--- config.mk ---
export PLATFORM = sky130hd
export DESIGN_NAME = mstk_uf
export DESIGN_NICKNAME = d
export VERILOG_FILES = /design/src/sv/mstk_pkg.sv /design/src/sv/mstk_uf.sv
export SDC_FILE = /design/constraint.sdc
export NUM_CORES = 1
export LEC_CHECK = 0
export ABC_AREA = 1
export BUFFER_PORTS_ARGS = -buffer_cell sky130_fd_sc_hd__buf_2
export CORE_ASPECT_RATIO = 1.1
export CORE_MARGIN = 3
export CORE_UTILIZATION = 45
export CTS_CLUSTER_DIAMETER = 120
export DETAILED_ROUTE_END_ITERATION = 10
export PLACE_DENSITY = 0.58
export SYNTH_ARGS = -nofsm -noshare
export SYNTH_HDL_FRONTEND = slang
export SYNTH_SLANG_ARGS = --single-unit
--- constraint.sdc ---
create_clock -name clk -period 4.4 [get_ports clk]
set_input_delay 0.88 -clock clk [delete_from_list [all_inputs] [get_ports clk]]
set_output_delay 0.88 -clock clk [all_outputs]
set_load 0.05 [all_outputs]
--- src/sv/mstk_pkg.sv ---
// ---------------------------------------------------------------------------
// mstk_pkg
// Shared sizes, codes and types for the Kruskal spanning tree block.
// ---------------------------------------------------------------------------
package mstk_pkg;

	localparam int MAX_V   = 64;
	localparam int VIDX_W  = $clog2(MAX_V);
	localparam int VCNT_W  = VIDX_W + 1;
	localparam int MAX_E   = 256;
	localparam int EIDX_W  = $clog2(MAX_E);
	localparam int ECNT_W  = EIDX_W + 1;
	localparam int W_BITS  = 16;

	localparam logic [VCNT_W-1:0] ROOT_MARK = '1;

	typedef enum logic [1:0] {
		ST_EDGE     = 2'd0,
		ST_NOT_CONN = 2'd1,
		ST_IN_ERR   = 2'd2
	} status_t;

	typedef struct packed {
		logic signed [W_BITS-1:0] w;
		logic [VIDX_W-1:0]        b;
		logic [VIDX_W-1:0]        a;
	} edge_t;

	// union-find request / response
	typedef struct packed {
		logic              clear;
		logic              go;
		logic [VIDX_W-1:0] a;
		logic [VIDX_W-1:0] b;
	} uf_req_t;

	typedef struct packed {
		logic done;
		logic joined;
	} uf_rsp_t;

endpackage

--- src/sv/mstk_uf.sv ---
// ---------------------------------------------------------------------------
// mstk_uf
// Union-find: walks both endpoints to their roots, one link read per step,
// and links the first root to the second when they differ.
// ---------------------------------------------------------------------------
module mstk_uf (
	input  logic             clk,
	input  logic             arst_n,
	input  mstk_pkg::uf_req_t req,
	output mstk_pkg::uf_rsp_t rsp
);

	typedef enum logic [1:0] {U_IDLE, U_RD, U_CHK} ustate_t;

	ustate_t                           state_q;
	logic [mstk_pkg::VCNT_W-1:0]       link_mem [mstk_pkg::MAX_V];
	logic [mstk_pkg::VCNT_W-1:0]       link_rd_q;
	logic [mstk_pkg::MAX_V-1:0]        vld_q;
	logic [mstk_pkg::VIDX_W-1:0]       x_q;
	logic [mstk_pkg::VIDX_W-1:0]       b_q;
	logic [mstk_pkg::VIDX_W-1:0]       r1_q;
	logic                              second_q;
	logic                              wr_en;
	logic                              at_root;

	// an entry never written is still a root
	assign at_root = !vld_q[x_q] || (link_rd_q == mstk_pkg::ROOT_MARK)
		|| link_rd_q[mstk_pkg::VCNT_W-1];
	assign wr_en = (state_q == U_CHK) && at_root && second_q && (r1_q != x_q);

	always_ff @(posedge clk) begin
		link_rd_q <= link_mem[x_q];
		if (wr_en) begin
			link_mem[r1_q] <= {1'b0, x_q};
		end
	end

	always_ff @(posedge clk or negedge arst_n) begin
		if (!arst_n) begin
			state_q  <= U_IDLE;
			vld_q    <= '0;
			x_q      <= '0;
			b_q      <= '0;
			r1_q     <= '0;
			second_q <= 1'b0;
			rsp      <= '0;
		end else begin
			rsp <= '0;
			if (req.clear) begin
				vld_q <= '0;
			end
			unique case (state_q)
				U_IDLE: begin
					if (req.go) begin
						x_q      <= req.a;
						b_q      <= req.b;
						second_q <= 1'b0;
						state_q  <= U_RD;
					end
				end
				U_RD: begin
					state_q <= U_CHK;
				end
				U_CHK: begin
					if (!at_root) begin
						x_q     <= link_rd_q[mstk_pkg::VIDX_W-1:0];
						state_q <= U_RD;
					end else if (!second_q) begin
						r1_q     <= x_q;
						x_q      <= b_q;
						second_q <= 1'b1;
						state_q  <= U_RD;
					end else begin
						if (wr_en) begin
							vld_q[r1_q] <= 1'b1;
						end
						rsp.done   <= 1'b1;
						rsp.joined <= wr_en;
						state_q    <= U_IDLE;
					end
				end
				default: state_q <= U_IDLE;
			endcase
		end
	end

endmodule

==> reports/metrics.cfg, run 1 <==
[status]
status = complete, no violations

[place]
dpl.hpwl_mm = 32.0
io_buffer_count = 17
place_congestion = 0.874
pre_cts_slack_ns = 0.908

[setup_path]
path_max_fanout = 60
critPathRequiredTime_ns = 4.61
crit_top_cell = nand3_1
crit_type = reg -> reg
arrival_ns = 3.74
cp-start-kind = flip-flop
worstPathCellList = clkinv_2, buf_4, nand3_1, nand3_1, nand2_1, nand2_1, nand3_1, nand3_2, nand2_4, nor2_8, nand3_4, buf_12, buf_4, nor2_1
worstSetupEndpointType = flip-flop
slowest_delay_ns = 0.56
slowest_stage = dfrtp_4

[clocking]
cts_resized = 0
postCtsSetupBuffers = 0
clk_pin_slew_ns = 0.06
clock-sinks = 477
root_buffer = clkbuf_16
cts_hold_buf = 0
cts_buffer_depth = 3
numCtsBuffers = 50
cts_tree = built
clock_latency_ns = 0.59
htreeDepth = 2

[yosys]
synth-edff-count = 384
ys.warnings.count = 0
synth_area_um2 = 19900
avgSynthCellArea_um2 = 11.4
yosysTopAreaCellShare = 0.579
ys_types = 27
ys_top_cells_by_count = edfxtp_1, nor2_1, nand2_1
syn_nets = 1761
synth_top_cells_by_area = edfxtp_1, dfrtp_1, o21ai_0, nor2_1, nand2_1
synth.most_common_cell = edfxtp_1
syn_inst = 1745
synth_seq_cells = 477
ys_async_sr_fraction = 0.182
synth_ff_type = edfxtp_1
seq_area_frac_synth = 0.695
yosysTopAreaCell = edfxtp_1

[detailed_routing]
drc_errors = 0
wl_per_cell_um = 22.2
num_vias = 13417
routed_via_density = 5.72
routed_wl_mm = 51.9
drt_iter0_drc = 1591
firstDrtPassIters = 5
ant_nets = 0

[timing]
max_freq_mhz = 283
final_max_slew_viol_count = 0
holdWs_ns = 0.335
hold_viol = 0
worst_clock_skew_ns = 0.0256
rsz0062_at_grt = no
min_period_ns = 3.53
finalCritPeriodShare = 0.802
layout_setup_ws_ns = 0.870
tns_ns = 0
worst_slew_pin_slew_ns = 1.15
maxSlewHeadroom = 0.224
setup_viol = 0

[global_route]
use_met1 = 0.323
grt_pass1_wl_mm = 80.0
top_usage_layer = met2
grt.overflow.total = 0
grt_antenna_before_repair = 0
grt_pass1_vias = 13148
grt_util_met2 = 0.348
gr-usage-met3 = 0.0403
track_usage = 0.225
grt_max_degree = 162

[power_and_ir_drop]
leakagePower_nw = 7.47
ir_drop_mv = 0.542
power_per_cell_area_nw_per_um2 = 675
p_total_mw = 14.9

[floorplanning]
core_region_area_um2 = 43500
initial_core_util = 0.457
die-area_um2 = 46800
fp-row-count = 80
die_x_um = 207
die_h_um = 227
ios = 18

[job]
maxCapViolCount = 0

[layout]
layout.nets = 1747
utilization = 0.507
area_growth_pct = 10.9
drive_above_1_share = 0.112
antenna_cells = 0

[hold_path]
hold_class = in -> async

worst max-delay path: cells and delay by family, from the launching register on:
kind,cells,cell delay [ns]
buffers and inverters,4,1.01
DFF,1,0.56
and+or+nand+nor,10,1.54
cell type report:
type / instances / area [µm²]
clock buffers: 65 / 1350
clock inverters: 26 / 240
fillers: 3823 / 21500
inverters: 23 / 92.6
multi-input cells: 1124 / 5370
flip-flops and latches: 477 / 13800
well taps: 574 / 718
repair buffers: 55 / 448
cell families after synthesis:
group           share of synthesized area
compound gates                      0.131
xor+xnor                         0.000880
flops                               0.695
buf+inv                            0.0366
simple gates                        0.137
through the flow:
stage	cells	area (µm²)
after global routing	2344	22100
after detailed placement	2253	20500
after CTS	2344	22100
after global placement	2253	20500
after floorplan	1745	19900
final	2344	22100
report_power, final:
group / internal, mW / leakage [nW] / switching [mW] / total, mW
logic: 1.26 / 2.02 / 3.72 / 4.98
clock network: 2.39 / 0.780 / 1.71 / 4.10
registers: 5.58 / 4.67 / 0.238 / 5.82
total: 9.23 / 7.47 / 5.66 / 14.9
worst paths after layout:
| check | startpoint | endpoint | slack (ns) | cells past startpoint |
|---|---|---|---|---|
| max in group asynchronous | arst_n | x_q[0] | 3.32 | 2 |
| worst max register to register | x_q[1] | link_mem[63][2] | 0.87 | 14 |
| worst min-delay path | arst_n | rsp[0] | 0.34 | 1 |
| worst min register to register | state_q[1] | state_q[1] | 0.45 | 1 |
| min in group clk | state_q[1] | state_q[1] | 0.45 | 1 |
| worst max-delay path | x_q[1] | link_mem[63][2] | 0.87 | 14 |
sequential cells by signal, indices dropped and copies added, names as in the netlist:
signal and count:
link_mem 384, vld_q 64, b_q 6, link_rd_q 6, r1_q 6, x_q 6, rsp 2, state_q 2
second_q 1
layout by cell type, fill, tap and decap left out:
cell type	synthesis	final
nor2_1	317	317
o21ai_0	257	257
clkbuf_8	0	2
clkinv_2	1	14
clkinv_4	0	1
nand3_2	3	2
dfrtp_1	87	81
o22ai_1	103	103
o21ai_2	45	45
nand3_4	0	1
xnor2_1	2	2
inv_1	20	19
nand3_1	67	67
inv_2	2	1
clkbuf_16	0	51
edfxtp_1	384	384
buf_4	7	33
nor3_1	16	12
clkbuf_1	78	12
nand2_4	1	1
o21ai_1	7	7
nand4_1	5	5
dfxtp_1	6	6
nor2_8	1	1
buf_12	0	6
o221ai_1	16	16
inv_6	0	2
buf_2	14	16
o211ai_1	13	13
dfrtp_4	0	3
bufinv_16	0	4
dfrtp_2	0	3
clkinvlp_4	0	3
nand2_1	266	266
or2_2	5	5
clkinv_1	0	5
nor3_2	0	4
routing by layer:
layer	up-vias	part of all wire
li1	6226	-
met1	6690	0.45
met2	409	0.46
met3	92	0.057
met4	0	0.033
met5	-	0
No activity file was read; power rests on OpenSTA's default activity.
==> inputs of run 2 (changes only) <==
- PLACE_DENSITY: 0.58 -> 0.6
- clock period: 4.4 -> 2.9 ns (I/O delays scaled with it)
==> reports/metrics.cfg, run 2 (synthesis results as in run 1) <==
[detailed_routing]
num_vias = 13602  ; was 13,417
firstDrtPassIters = 7  ; was 5
wl_per_cell_um = 21.0  ; was 22.2 µm
drc_errors = 0  ; unchanged
routed_wl_mm = 50.3  ; was 51.9 mm
routed_via_density = 5.66  ; was 5.72
drt_iter0_drc = 1094  ; was 1,591
ant_nets = 0  ; unchanged

[global_route]
grt_pass1_vias = 13238  ; was 13,148
grt_pass1_wl_mm = 78.1  ; was 80.0 mm
grt_max_degree = 76  ; was 162
grt.overflow.total = 0  ; unchanged
track_usage = 0.218  ; was 0.225
grt_antenna_before_repair = 0  ; unchanged

[floorplanning]
fp-row-count = 80  ; unchanged
core_region_area_um2 = 43500  ; unchanged
ios = 18  ; unchanged
die_x_um = 207  ; unchanged
die_h_um = 227  ; unchanged
die-area_um2 = 46800  ; unchanged
initial_core_util = 0.457  ; unchanged

[hold_path]
min_to = b_q[2]
holdPathStages = 3
hold_class = in -> reg  ; was in -> async
hp-start = req[2]

[clocking]
htreeDepth = 2  ; unchanged
postCtsSetupBuffers = 0  ; unchanged
clock-sinks = 477  ; unchanged
clock_latency_ns = 0.60  ; was 0.59 ns
cts_buffer_depth = 3  ; unchanged
clk_pin_slew_ns = 0.06  ; about the same
numCtsBuffers = 48  ; was 50
cts_tree = built  ; unchanged
root_buffer = clkbuf_16  ; unchanged

[layout]
final_cell_mix = edfxtp_1, nor2_1, nand2_1  ; unchanged
final-seq-area_um2 = 13800  ; unchanged
largestRegisters = link_mem: 384 flops, vld_q: 64 flops  ; unchanged
utilization = 0.518  ; was 0.507
layout.nets = 1804  ; was 1,747
nFillCells = 3794  ; was 3,823
regMostFlops = link_mem  ; unchanged
multi_input_area_um2 = 5400  ; was 5370 µm²
fin_area_um2 = 22600  ; was 22,100 µm²
antenna_cells = 0  ; unchanged
fin_cells = 2402  ; was 2,344
area_growth_pct = 13.3  ; was 10.9%
final_common_cell = edfxtp_1  ; unchanged
drive_above_1_share = 0.146  ; was 0.112
largest_reg_flops = 384  ; unchanged

[timing]
hold_viol = 0  ; unchanged
setup_viol = 0  ; unchanged
tns_ns = 0  ; unchanged
worst_clock_skew_ns = 0.0289  ; was 0.0256 ns
finalCritPeriodShare = 0.999  ; was 0.802
final_max_slew_viol_count = 0  ; unchanged
worst_slew_pin_slew_ns = 0.795  ; was 1.15 ns
layout_setup_ws_ns = 0.00154  ; was 0.870 ns
max_freq_mhz = 345  ; was 283 MHz
rsz0062_at_grt = yes  ; was no
maxSlewHeadroom = 0.470  ; was 0.224
min_period_ns = 2.90  ; was 3.53 ns

[power_and_ir_drop]
leakagePower_nw = 7.77  ; was 7.47 nW
ir_drop_mv = 0.504  ; was 0.542 mV
power_per_cell_area_nw_per_um2 = 1000  ; was 675 nW/µm²

[place]
pre_cts_slack_ns = 0.0578  ; was 0.908 ns
place_congestion = 0.866  ; was 0.874
io_buffer_count = 17  ; unchanged
place_inst = 2311  ; was 2,253
dpl.hpwl_mm = 31.9  ; was 32.0 mm
dpl_cell_area_um2 = 21000  ; was 20,500 µm²

[setup_path]
r2r-start = x_q[0]  ; was x_q[1]
critPathRequiredTime_ns = 3.12  ; was 4.61 ns
worstPathCellList = buf_12, nand2_1, nand3_1, nand3_1, nand2_1, nand2_1, nand3_1, nand3_2, nand2_4, nor2_8, nand3_4, buf_12, nor2_1  ; was clkinv_2, buf_4, nand3_1, nand3_1, nand2_1, nand2_1, nand3_1, nand3_2, nand2_4, nor2_8, nand3_4, buf_12, buf_4, nor2_1
reg2regPathDepth = 13  ; was 14
path_max_fanout = 45  ; was 60
cp-start-kind = flip-flop  ; unchanged
crit_type = reg -> reg  ; unchanged
worstSetupEndpointType = flip-flop  ; unchanged
slowest_stage = dfrtp_4  ; unchanged
reg2reg_slack_ns = 0.002  ; was 0.87 ns
arrival_ns = 3.12  ; was 3.74 ns
slowest_delay_ns = 0.56  ; about the same
r2r_end = link_mem[55][4]  ; was link_mem[63][2]

[job]
maxCapViolCount = 0  ; unchanged

[status]
status = complete, no violations  ; unchanged

[run 2: worst max-delay path by stage]
stage / slack (ns) / endpoint / from / cells after the start
floorplan: 0.04 / link_mem[36][0] / x_q[1] / 14
global placement: 0.12 / link_mem[36][2] / x_q[0] / 14
detailed placement: 0.06 / link_mem[45][2] / x_q[2] / 11
CTS: 0.04 / link_mem[40][1] / x_q[2] / 11
global route: -0.15 / link_mem[40][1] / x_q[1] / 13
finish: 0.002 / link_mem[55][4] / x_q[0] / 13
[run 2: power by group]
group / switching, mW / leakage [nW] / internal (mW)
Clock: 2.56 / 0.743 / 3.41
Sequential: 0.275 / 4.67 / 8.46
Combinational: 5.69 / 2.36 / 2.21
[run 2: cell type report]
cell class / instances / area share
clock buffer: 71 / 0.0598
timing repair buffer: 114 / 0.0426
inverter: 23 / 0.00477
multi-input combinational: 1124 / 0.239
tap: 574 / 0.0318
clock inverter: 19 / 0.00782
sequential: 477 / 0.614
[run 2: what timing repair did]
| item | 4_1_cts | 5_1_grt |
|---|---|---|
| endpoints found under the hold margin | 35 | 0 |
| endpoints found under the setup margin | 0 | 386 |
| gates resized for setup | 0 | 25 |
| hold buffers | 1 | 0 |
[run 2: worst max-delay path, delay by kind of cell, from the launching register on]
family	cells	cell delay [ns]
and+or+nand+nor	11	1.46
DFF	1	0.56
buffers and inverters	2	0.43
[run 2: layer usage]
metal | share of wire | track usage
met5 | 0 | 0
met1 | 0.43 | 0.303
met3 | 0.059 | 0.0413
met4 | 0.029 | 0.0672
met2 | 0.48 | 0.350
[run 2: stage by stage]
step | total power [mW] | hold slack, ns
3_5_place_dp | 16.7 | 0.455
4_1_cts | 22.7 | 0.185
6_report | 22.6 | 0.219
5_1_grt | 23.8 | 0.206
3_3_place_gp | 16.7 | 0.432
2_1_floorplan | 13.7 | 0.284
